`config.mk`:
```
export PLATFORM = sky130hd
export DESIGN_NAME = pcbp_packer
export DESIGN_NICKNAME = d
export VERILOG_FILES = /design/src/pcbp_pkg.sv /design/src/pcbp_packer.sv
export SDC_FILE = /design/constraint.sdc
export NUM_CORES = 1
export LEC_CHECK = 0
export ABC_AREA = 1
export BUFFER_PORTS_ARGS = -buffer_cell sky130_fd_sc_hd__buf_2
export CORE_MARGIN = 2
export CORE_UTILIZATION = 40
export DETAILED_ROUTE_END_ITERATION = 10
export PLACE_DENSITY = 0.57
export SLEW_MARGIN = 20
export SYNTH_ARGS = -nofsm -noshare
export SYNTH_HDL_FRONTEND = slang
export SYNTH_SLANG_ARGS = --single-unit
```
`constraint.sdc`:
```
create_clock -name clk -period 2.6 [get_ports clk]
set_input_delay 0.52 -clock clk [delete_from_list [all_inputs] [get_ports clk]]
set_output_delay 0.52 -clock clk [all_outputs]
set_load 0.05 [all_outputs]
```
`src/pcbp_pkg.sv`:
```
// ============================================================================
// pcbp_pkg
// Shared types and constants for the prefix code bit packer.
// ============================================================================
package pcbp_pkg;

  // Default configuration
  localparam int MAX_CODE_BITS_DEF = 32;
  localparam int SYMBOL_COUNT_DEF  = 256;

  // Command opcodes (code 3 is unused and ignored)
  typedef enum logic [1:0] {
    OP_LOAD   = 2'd0,
    OP_ENCODE = 2'd1,
    OP_FLUSH  = 2'd2
  } op_t;

  // Input transaction
  typedef struct packed {
    logic [1:0]  op;
    logic [7:0]  symbol;
    logic [5:0]  code_length;
    logic [31:0] code_value;
  } cmd_item_t;

  // Output transaction
  typedef struct packed {
    logic [7:0] packed_byte;
    logic [2:0] pad_count;
    logic       final_byte;
  } res_item_t;

  // Merge request from the table stage to the packer
  typedef struct packed {
    logic encode;
    logic flush;
  } merge_t;

endpackage

```
`src/pcbp_packer.sv`:
```
// ============================================================================
// pcbp_packer
// Left-aligned bit accumulator that takes one code per merge and drains
// whole bytes into the output register, one per cycle unless it stalls.
// ============================================================================
module pcbp_packer #(
  parameter int MAX_CODE_BITS = pcbp_pkg::MAX_CODE_BITS_DEF,
  localparam int CodeW = (MAX_CODE_BITS < 32) ? MAX_CODE_BITS : 32,
  localparam int LenW  = $clog2(CodeW + 1)
) (
  input  logic                clk,
  input  logic                rst,
  input  pcbp_pkg::merge_t    merge,
  input  logic [LenW-1:0]     code_len,
  input  logic [CodeW-1:0]    code_bits,
  output logic                merge_ok,
  output logic                res_valid,
  input  logic                res_ready,
  output pcbp_pkg::res_item_t res
);

  localparam int AccW = CodeW + 7;
  localparam int CntW = $clog2(AccW + 1);

  logic [AccW-1:0]  acc;
  logic [CntW-1:0]  cnt;
  logic [2:0]       pad;

  logic             has_byte;
  logic             emit;
  logic [LenW-1:0]  align_shamt;
  logic [CodeW-1:0] code_la;
  logic [AccW-1:0]  code_ext;
  logic [CntW-1:0]  cnt_after;

  // Byte availability and output handshake
  assign has_byte = cnt >= CntW'(8);
  assign merge_ok = !has_byte;
  assign emit     = has_byte && (!res_valid || res_ready);
  assign cnt_after = cnt - CntW'(8);

  // Left-align the code (bits above the length fall off), then place it
  // right after the pending bits
  assign align_shamt = LenW'(CodeW) - code_len;
  assign code_la     = code_bits << align_shamt;
  assign code_ext    = {code_la, 7'b0} >> cnt[2:0];

  // Accumulator
  always_ff @(posedge clk) begin
    if (rst) begin
      acc <= '0;
      cnt <= '0;
      pad <= '0;
    end else if (emit) begin
      acc <= acc << 8;
      cnt <= cnt_after;
    end else if (merge.encode) begin
      acc <= acc | code_ext;
      cnt <= cnt + CntW'(code_len);
      pad <= '0;
    end else if (merge.flush && (cnt != '0)) begin
      // low bits are already zero, so the partial byte is padded as is
      cnt <= CntW'(8);
      pad <= 3'(~cnt[2:0] + 3'd1);
    end
  end

  // Output register
  always_ff @(posedge clk) begin
    if (rst) begin
      res_valid <= 1'b0;
    end else if (emit) begin
      res_valid <= 1'b1;
    end else if (res_ready) begin
      res_valid <= 1'b0;
    end
  end

  always_ff @(posedge clk) begin
    if (emit) begin
      res.packed_byte <= acc[AccW-1 -: 8];
      res.pad_count   <= pad;
      res.final_byte  <= cnt_after < CntW'(8);
    end
  end

endmodule

```
Word-level counts from Yosys, hierarchy flattened

Index checks and enable logic that the tools add are counted.

Memories: 0
Bits in read-only memories: 0
Latch bits: 0
RAM bits: 0
Bits in registers: 61
Input bits: 43

$add $sub $neg: 4
Shifts and indexed selects: 2
Multipliers: 0
Reduce and logical (&&, ||, !) cells: 12
Equal/unequal tests: 0
Divide/modulo/power cells: 0
Bitwise logic cells: 3
Muxes and demuxes: 9
Order comparisons: 2

Operator list:

| kind                                                              | number |
|---|---|
| 2-to-1 mux 39 bit                                                 | 2 |
| OR 39 bit                                                         | 1 |
| right shift 39 x 3 -> 39 bit                                      | 1 |
| << shifter 32 x 6 -> 32 bit                                       | 1 |
| 2-to-1 mux 6 bit                                                  | 3 |
| adder 6 bit                                                       | 1 |
| greater-or-equal comparator 6 x 4 -> 1 bit, second input constant | 1 |
| less-than comparator 6 x 4 -> 1 bit, second input constant        | 1 |
| 2-to-1 mux 3 bit                                                  | 2 |
| nonzero test 2 bit                                                | 3 |
| nonzero test 6 bit                                                | 1 |
| subtractor 6 x 4 -> 6 bit, second input constant                  | 1 |
| subtractor 6 bit, first input constant                            | 1 |
| adder 3 x 1 -> 3 bit, second input constant                       | 1 |
| NOT 3 bit                                                         | 1 |
| nonzero test 3 bit                                                | 1 |
| logical AND 1 bit                                                 | 2 |
| zero test 1 bit                                                   | 2 |
| 2-to-1 mux 1 bit                                                  | 2 |
| AND reduction 2 bit                                               | 1 |
| OR reduction 2 bit                                                | 1 |
| logical OR 1 bit                                                  | 1 |
| NOT 1 bit                                                         | 1 |

Depth between registers and ports, before layout

Gate-level depths: netlist (run 1).

Word-level depth: 6
Mapped depth: 20
Gate-level depth less buffers: 18

Worst setup path after synthesis (run 1)

OpenSTA, ideal clock, no wires.

Path type: input port to flip-flop
From: input port code_len[0]
To: register acc[36]
Required time: 2.472 ns
Slack: 0.038 ns
Arrival time: 2.435 ns
Cell stages on the path: 17
Library setup time: 0.128 ns
Path through: buf_6 -> inv_6 -> buf_4 -> ha_1 -> inv_2 -> clkbuf_1 -> nand3_1 -> nand3_1 -> nand3_1 -> nand3_1 -> nand3_1 -> nand2_2 -> nand2_2 -> nand3_1 -> nand2_1 -> a21oi_1 -> nor2_1

Longest elaborated chain between the ends: 6

RTL lines:

| item                         | RTL line          | RTL |
|---|---|---|
| start, declared              | pcbp_packer.sv:14 | `input logic [LenW-1:0] code_len,` |
| subtractor 6 bit             | pcbp_packer.sv:44 | `assign align_shamt = LenW'(CodeW) - code_len;` |
| << shifter 32 x 6 -> 32 bit  | pcbp_packer.sv:45 | `assign code_la = code_bits << align_shamt;` |
| right shift 39 x 3 -> 39 bit | pcbp_packer.sv:46 | `assign code_ext = {code_la, 7'b0} >> cnt[2:0];` |
| OR 39 bit                    | pcbp_packer.sv:58 | `acc <= acc \| code_ext;` |
| 2-to-1 mux 39 bit            | pcbp_packer.sv:57 | `end else if (merge.encode) begin` |
| 2-to-1 mux 39 bit            | pcbp_packer.sv:54 | `end else if (emit) begin` |
| end signal, assigned         | pcbp_packer.sv:55 | `acc <= acc << 8;` |
| end signal, assigned         | pcbp_packer.sv:58 |  |
| end, declared                | pcbp_packer.sv:25 | `logic [AccW-1:0] acc;` |

Every way passes these cells. The select of a mux whose other input is x is not followed.
A chain may end at the register's enable or synchronous reset.

Worst setup path in the final report (run 1)

From: input port code_len[0]
To: register acc[27]

The elaborated chain is that of the path after synthesis.

==> results.txt, run 1 <==
----------------------------------------------------
[Critical path]
  CP most frequent cell ... nand3_1
  Type of the worst setup path ... input pin to flop
  Launch instance of the worst register-to-register path ... cnt[4]$_SDFFE_PP0P_
  Top fanout value on the critical path ... 11
  Slowest cell on the critical path ... ha_1
  Endpoint of the most critical register-to-register path ... acc[17]$_SDFFE_PP0P_
  Count of cells along the worst register-to-register path ... 11
  Buffering stage count on the worst path with inverters included ... 4
  Worst Path Arrival ... 2.53 ns
  Delay contributed by the slowest stage of the critical path ... 0.33 ns
  Worst path depth ... 16
  First element of the critical path ... code_len[0]
  Register-to-register setup slack ... approximately 0.42 ns
  Endpoint required time on the critical path ... 2.81 ns
  Cells along the critical path ... buf_2 > inv_6 > ha_1 > inv_2 > buf_4 > nand3_1 > nand3_1 > nand3_1 > nand3_1 > nand3_1 > nand2_1 > nand2_1 > nand3_1 > nand3_1 > nand2_1 > a21oi_1
  Type of element capturing the critical path ... flop
  Critical Path Start Type ... input pin
  Critical Path Sink ... acc[27]$_SDFFE_PP0P_
  Cell class contributing the biggest share of worst-path delay ... simple AND/OR/NAND/NOR gates

[Floorplan]
  Area of the die ... 0.0151 mm^2
  Initial standard-cell utilization of the core ... 0.408
  Die extent in x ... 123 um
  Cell Rows ... between 40 and 50
  Vertical die dimension ... 123 um
  Placeable core region ... 0.0138 mm^2
  # IOs ... 57

[Clock tree]
  Quantity of hold-fixing buffers added after cts ... 0
  CTS sink cnt ... 61
  Clock slew seen by the registers of the worst setup and hold paths ... 0.05 ns
  TritonCTS Buffers ... 9
  Max Buffers Root-to-Sink ... 2
  Post-CTS setup repair buffer count ... 0
  CTS-repair resized insts ... 0
  Buffer type at the clock tree root ... clkbuf_16
  Source-to-sink clock delay at the later pin of the worst-skew pair ... between 0.3 and 0.4 ns
  H-tree depth ... 3
  CTS tree ... yes

[GRT]
  GRT Residual Overflow ... 0
  Initial antenna violation count ... 0
  Pin count of the biggest net entering global routing ... 38
  Global router's overall resource usage ... 0.248
  Number of global-route vias before repair ... between 5000 and 6000
  Wire length of the first global-routing pass ... roughly 30000 um

[Route]
  Via density per instance ... roughly 5.5
  Final ANT Viol Nets ... 0
  Remaining design rule violation count ... 0
  Final routed wirelength across all metal layers ... 17500 um
  Initial drt markers ... between 600 and 700
  Routed WL per cell ... 15.0 um
  First drt pass iteration count ... 5
  Total via count in the routed design ... about 6400

[Synthesis]
  Post-synthesis instance area ... 0.00564 mm^2
  Count of mapped cells out of synthesis ... 942
  Number of unique standard cell types used by synthesis ... between 40 and 50
  Seq/Total Area, Yosys ... 0.238
  Dominant register cell in the synthesized netlist ... dfxtp_1
  Fraction of registers with async set or reset after synthesis ... 0
  Count of yosys warnings during synthesis ... 0
  Post-synth EDFFs ... 12
  Number of synthesized register bits ... 61
  Synthesized net count ... 995
  Synthesized area per cell ... between 5 and 6 um^2

[Pwr]
  Pwr Density ... 855 mW/mm^2
  Switching share of power ... 0.483
  Reported leakage power ... about 2.8 nW
  Reported net switching power ... 0.00265 W
  Clock power frac ... 0.202
  Peak supply drop ... roughly 0.00083 V
  Internal ... 0.00283 W
  Share of power burned in combinational logic ... 0.553
  Seq pwr share ... 0.245

[Timing]
  PnR worst setup slack ... 0.277 ns
  Final clock period utilization by the worst path ... 0.894
  Achievable clock frequency ... 0.430 GHz
  Endpoints failing setup ... 0
  Tightest Pin Transition ... 0.888 ns
  Unrepaired setup endpoints after global routing ... false
  Number of max-slew violations in the final report ... 0
  Fin Clk Skew ... 0.00444 ns
  Post-layout minimum cycle time ... 2.32 ns
  Number of hold violations in the final report ... 0
  Worst-case headroom to the max-slew limit ... 0.407
  Final-layout setup total negative slack ... 0 ns

[Layout]
  Final Instance Count excl. Fillers ... 1168
  Most frequent cells in the layout ... 335 x nand3_1, 218 x nand2_1, 74 x inv_1
  # diodes ... 0
  Final net count ... between 1000 and 1500
  Final core area utilization ... 0.464
  Total area of multi-input combinational cells ... between 0.003 and 0.004 mm^2
  Commonest non-fill, non-tap cell in the layout ... nand3_1
  Filler Cell Count ... 1502
  Synthesis-to-finish area growth ... 13.8%
  Area taken by flip-flops and latches ... 0.00134 mm^2
  Proportion of layout cells with a drive suffix above 1 ... 0.142

[Placement]
  Global placer's final weighted congestion ... between 0.8 and 0.9
  Cell total after placement ... 1152
  Post-Place Setup Slack ... -0.0279 ns
  Hpwl dp ... 13100 um
  Buffers added on ports ... 56

[Worst hold path]
  Class of the most critical hold timing path ... flop to flop

[Run status]
  Outcome ... completed

[Flow run]
  Count of max-cap constraint violations ... 0

----------------------------------------------------
==> how the worst min path moves through the flow <==
stage | from | endpoint | slack [ns] | cells after the start
after CTS | pad[2]$_SDFFE_PP0P_ | res[3]$_DFFE_PP_ | 0.43 | 0
after floorplan | pad[2]$_SDFFE_PP0P_ | res[3]$_DFFE_PP_ | 0.40 | 0
after detailed placement | pad[2]$_SDFFE_PP0P_ | res[3]$_DFFE_PP_ | 0.42 | 0
after global placement | acc[34]$_SDFFE_PP0P_ | res[7]$_DFFE_PP_ | 0.41 | 0
after global routing | acc[37]$_SDFFE_PP0P_ | res[10]$_DFFE_PP_ | 0.44 | 0
final | pad[2]$_SDFFE_PP0P_ | res[3]$_DFFE_PP_ | 0.42 | 0
==> metal layers <==
layer,share of wire,vias to the layer above,track usage,wire length [um]
met5,0,-,0,0
met4,0.014,0,0.0560,253
met3,0.046,20,0.0441,800
met2,0.47,173,0.416,8300
met1,0.47,2928,0.331,8190
li1,-,3309,-,-
==> worst reg2reg max path: cells and delay by family (launching register included) <==
kind	cells	cell delay, ns
AO/OA/AOI/OAI	2	0.36
adder cells (fa/ha/maj)	1	0.14
buffers and inverters	3	0.78
flip-flops	1	0.34
AND/OR/NAND/NOR	5	0.44
==> stage by stage <==
step	area [um^2]	hold WS (ns)	power [W]
3_3_place_gp	6140	0.413	0.00438
5_1_grt	6410	0.445	0.00594
6_report	6410	0.425	0.00548
2_1_floorplan	5640	0.403	0.00362
3_5_place_dp	6140	0.417	0.00438
4_1_cts	6410	0.429	0.00550
==> cells in the mapped netlist, types with 4 or more instances <==
master / n / area (um^2)
nand3_1: 335 / 1680
nand2_1: 218 / 818
inv_1: 74 / 278
dfxtp_1: 49 / 981
a21oi_1: 37 / 185
nor2_1: 33 / 124
o22ai_1: 26 / 163
buf_2: 21 / 105
nand4_1: 17 / 106
clkbuf_1: 15 / 56.3
edfxtp_1: 12 / 360
buf_1: 10 / 37.5
a31oi_1: 9 / 56.3
ha_1: 9 / 113
inv_2: 9 / 33.8
buf_4: 8 / 60.1
nand2_2: 8 / 50.1
buf_6: 7 / 78.8
o21ai_0: 7 / 35.0
o21ai_1: 5 / 25.0
xor2_1: 4 / 35.0
==> power by group through the flow <==
stage / Sequential [W] / Combinational (W) / Clock, W
finish: 0.00135 / 0.00303 / 0.00111
global route: 0.00138 / 0.00339 / 0.00117
CTS: 0.00135 / 0.00303 / 0.00112
detailed placement: 0.00136 / 0.00301 / 0
global placement: 0.00136 / 0.00302 / 0
floorplan: 0.00168 / 0.00194 / 0
==> sequential cells by signal, indices dropped and copies added (netlist names) <==
name,flops
cnt,6
res,12
acc,39
res_valid,1
pad,3
==> logic make-up (layout without fill, tap and decap cells) <==
group           after synthesis  after routing  share of synthesized area
simple gates                626            626                      0.516
buf+inv                     148            194                      0.120
compound gates               91             91                     0.0926
flops                        61             61                      0.238
fa+ha+maj                    10             10                     0.0235
xor+xnor                      5              5                    0.00777
mux                           1              1                    0.00178
==> final cells by class <==
class / count / area share
clock inverter: 2 / 0.00156
sequential: 61 / 0.209
multi-input combinational: 733 / 0.564
inverter: 87 / 0.0529
tap: 180 / 0.0351
timing repair buffer: 91 / 0.0964
clock buffer: 14 / 0.0412
No activity file was read; power rests on OpenSTA's default activity.
==> run 2, diff against run 1 <==
--- a/config.mk
+++ b/config.mk
@@ -6,10 +6,11 @@
 export NUM_CORES = 1
 export LEC_CHECK = 0
 export ABC_AREA = 1
-export BUFFER_PORTS_ARGS = -buffer_cell sky130_fd_sc_hd__buf_2
 export CORE_MARGIN = 2
-export CORE_UTILIZATION = 40
+export CORE_UTILIZATION = 43
 export DETAILED_ROUTE_END_ITERATION = 10
+export DONT_BUFFER_PORTS = 1
+export GPL_TIMING_DRIVEN = 0
 export PLACE_DENSITY = 0.57
 export SLEW_MARGIN = 20
 export SYNTH_ARGS = -nofsm -noshare
==> run 2 against run 1 <==
- power up 1.6%
- worst setup slack got worse by 0.049 ns
- combinational power is 9.9% lower
- global-route usage up 4.4 points
- clock power hardly changed
- highest routed layer unchanged
==> results.txt, run 2 (synthesis gave the netlist of run 1 again) <==
----------------------------------------------------
[Route]
  Top routing layer in use ... met4
  Total met2 wirelength after detailed routing ... 8920 um (+7.6%)
  Initial drt markers ... 613 (-3.3%)
  Final routed wirelength across all metal layers ... 20200 um (+15%)
  Routed length on met3 ... 1390 um (+74%)
  First drt pass iteration count ... 5 (unchanged)
  Via density per instance ... 5.96 (+8.3%)
  Remaining design rule violation count ... 0 (unchanged)
  Routed WL per cell ... 17.8 um (+19%)
  Final ANT Viol Nets ... 0 (unchanged)
  Met1 wire length ... 9560 um (+17%)
  Total via count in the routed design ... 6757 (+5.1%)

[GRT]
  Initial antenna violation count ... 0 (unchanged)
  GRT Residual Overflow ... 0 (unchanged)
  Global router's overall resource usage ... 0.292 (+0.0441)
  Number of global-route vias before repair ... 6328 (+5.8%)
  Pin count of the biggest net entering global routing ... 22 (-42%)
  Wire length of the first global-routing pass ... 32500 um (+10%)

[Critical path]
  Top fanout value on the critical path ... 19 (+8)
  Count of cells along the worst register-to-register path ... 12 (+1)
  Critical Path Start Type ... input pin
  Worst Path Arrival ... 2.58 ns (+0.05 ns)
  CP most frequent cell ... nand3_1
  Type of the worst setup path ... input pin to flop
  Cells along the critical path ... buf_6 > inv_6 > ha_4 > nand2_1 > nand2_4 > clkinv_4 > buf_4 > nand3_1 > nand3_1 > nand3_2 > nand3_1 > nand2_1 > nand2_1 > nand3_1 > nand3_1 > a21oi_1 > nor2_1
  Endpoint required time on the critical path ... 2.81 ns (about the same)
  Delay contributed by the slowest stage of the critical path ... 0.19 ns (-0.14 ns)
  Slowest cell on the critical path ... buf_4
  Type of element capturing the critical path ... flop

[Layout]
  Proportion of layout cells with a drive suffix above 1 ... 0.121 (-0.0210)
  Total area of multi-input combinational cells ... 0.00372 mm^2 (+3.0%)
  Filler Cell Count ... 1413 (-5.9%)
  # diodes ... 0 (unchanged)
  Area taken by flip-flops and latches ... 0.00134 mm^2 (unchanged)
  Final net count ... 1009 (-2.6%)
  Most frequent cells in the layout ... 318 x nand3_1, 217 x nand2_1, 74 x inv_1
  Leading registers by flop count ... acc (39), res (12), cnt (6)
  Commonest non-fill, non-tap cell in the layout ... nand3_1
  Synthesis-to-finish area growth ... 12.0%
  Number of flip-flops in the largest register ... 39 (unchanged)
  Most flops, register ... acc
  Final Instance Count excl. Fillers ... 1133 (-3.0%)

[Timing]
  Final clock period utilization by the worst path ... 0.912 (+0.0189)
  Fin Clk Skew ... 0.00706 ns (+0.00262 ns)
  Worst-case headroom to the max-slew limit ... 0.558 (+0.151)
  Achievable clock frequency ... 0.422 GHz (-2.1%)
  Unrepaired setup endpoints after global routing ... false
  Post-layout minimum cycle time ... 2.37 ns (+0.0491 ns)
  Number of max-slew violations in the final report ... 0 (unchanged)
  Number of hold violations in the final report ... 0 (unchanged)
  Endpoints failing setup ... 0 (unchanged)
  Tightest Pin Transition ... 0.663 ns (-0.225 ns)

[Pwr]
  Internal ... 0.00276 W (-2.5%)
  Pwr Density ... 882 mW/mm^2 (+3.3%)
  Total power ... 0.00557 W (+1.6%)
  Reported net switching power ... 0.00281 W (+5.9%)
  Share of power burned in combinational logic ... 0.490 (-0.063)
  Clock power frac ... 0.206 (+0.004)
  Seq pwr share ... 0.304 (+0.059)
  Reported leakage power ... 2.65 nW (-5.6%)
  Peak supply drop ... 0.000421 V (-50%)
  Switching share of power ... 0.504 (+0.0204)

[Floorplan]
  # IOs ... 57 (unchanged)
  Placeable core region ... 0.0127 mm^2 (-8.0%)
  Vertical die dimension ... 118 um (-3.4%)
  Area of the die ... 0.0140 mm^2 (-6.8%)
  Initial standard-cell utilization of the core ... 0.443 (+0.0354)
  Die extent in x ... 118 um (-3.4%)
  Cell Rows ... 41 (-4.7%)

[Clock tree]
  Clock slew seen by the registers of the worst setup and hold paths ... 0.06 ns (about the same)
  Source-to-sink clock delay at the later pin of the worst-skew pair ... 0.34 ns (about the same)
  CTS sink cnt ... 61 (unchanged)
  TritonCTS Buffers ... 9 (unchanged)
  Buffer type at the clock tree root ... clkbuf_16
  H-tree depth ... 3 (unchanged)
  Max Buffers Root-to-Sink ... 2 (unchanged)
  CTS tree ... yes

[Placement]
  Cell total after placement ... 1114 (-3.3%)
  Hpwl dp ... 16400 um (+25%)
  Global placer's final weighted congestion ... 0.926 (+5.4%)
  Buffers added on ports ... 0 (-100%)

[Flow run]
  Count of max-cap constraint violations ... 0 (unchanged)

[Worst hold path]
  Cell depth of the worst min-delay path ... 3 (+3)
  Class of the most critical hold timing path ... input pin to flop

[Run status]
  Outcome ... completed

----------------------------------------------------
[run 2: layout make-up]
cell class	instances	share of cell area
clock inverters	5	0.00535
multi-input cells	733	0.590
repair buffers	4	0.00476
plain buffers	60	0.0581
inverters	87	0.0545
flip-flops and latches	61	0.213
well taps	172	0.0341
clock buffers	11	0.0403
[run 2: through the flow]
step,worst slack (ns),util,cell area (um^2),hold slack (ns),setup TNS [ns]
global route,0.0207,0.496,6310,0.407,0
detailed placement,-0.643,0.460,5850,0.417,-18.35
floorplan,0.0378,-,5640,0.403,0
CTS,0.00207,0.486,6180,0.382,0
finish,0.228,0.496,6310,0.395,0
global placement,-0.606,0.460,5850,0.414,-16.72
[run 2: worst paths after layout]
check / startpoint / endpoint / slack [ns]
max reg2reg: cnt[0]$_SDFFE_PP0P_ / acc[8]$_SDFFE_PP0P_ / 0.26
min: merge[1] / pad[2]$_SDFFE_PP0P_ / 0.39
min reg2reg: pad[1]$_SDFFE_PP0P_ / res[2]$_DFFE_PP_ / 0.43
max: code_len[0] / acc[17]$_SDFFE_PP0P_ / 0.23
[run 2: repair_timing]
action,CTS,global route
hold buffers,0,0
endpoints found under the setup margin,37,36
setup buffers,0,4
cloned,0,0
resized for setup,13,33
pin swaps,0,2
[run 2: power groups by stage]
| stage | logic [W] | registers [W] | clock network [W] |
|---|---|---|---|
| after floorplan | 0.00194 | 0.00168 | 0 |
| after global placement | 0.00259 | 0.00171 | 0 |
| after detailed placement | 0.00262 | 0.00172 | 0 |
| after CTS | 0.00264 | 0.00170 | 0.00115 |
| after global routing | 0.00303 | 0.00172 | 0.00121 |
| final | 0.00273 | 0.00170 | 0.00114 |
[run 2: critical path: cells and delay by family]
family / cells / cell delay (ns)
AOI/OAI and AO/OA: 1 / 0.13
adders and majority gates: 1 / 0.17
buffers and inverters: 4 / 0.57
and+or+nand+nor: 11 / 1.18
[run 2: per-layer routing]
metal  up-vias  GRT usage
li1       3274          -
met5         -          0
met4         0     0.0685
met3        26     0.0458
met2       229      0.453
met1      3228      0.424
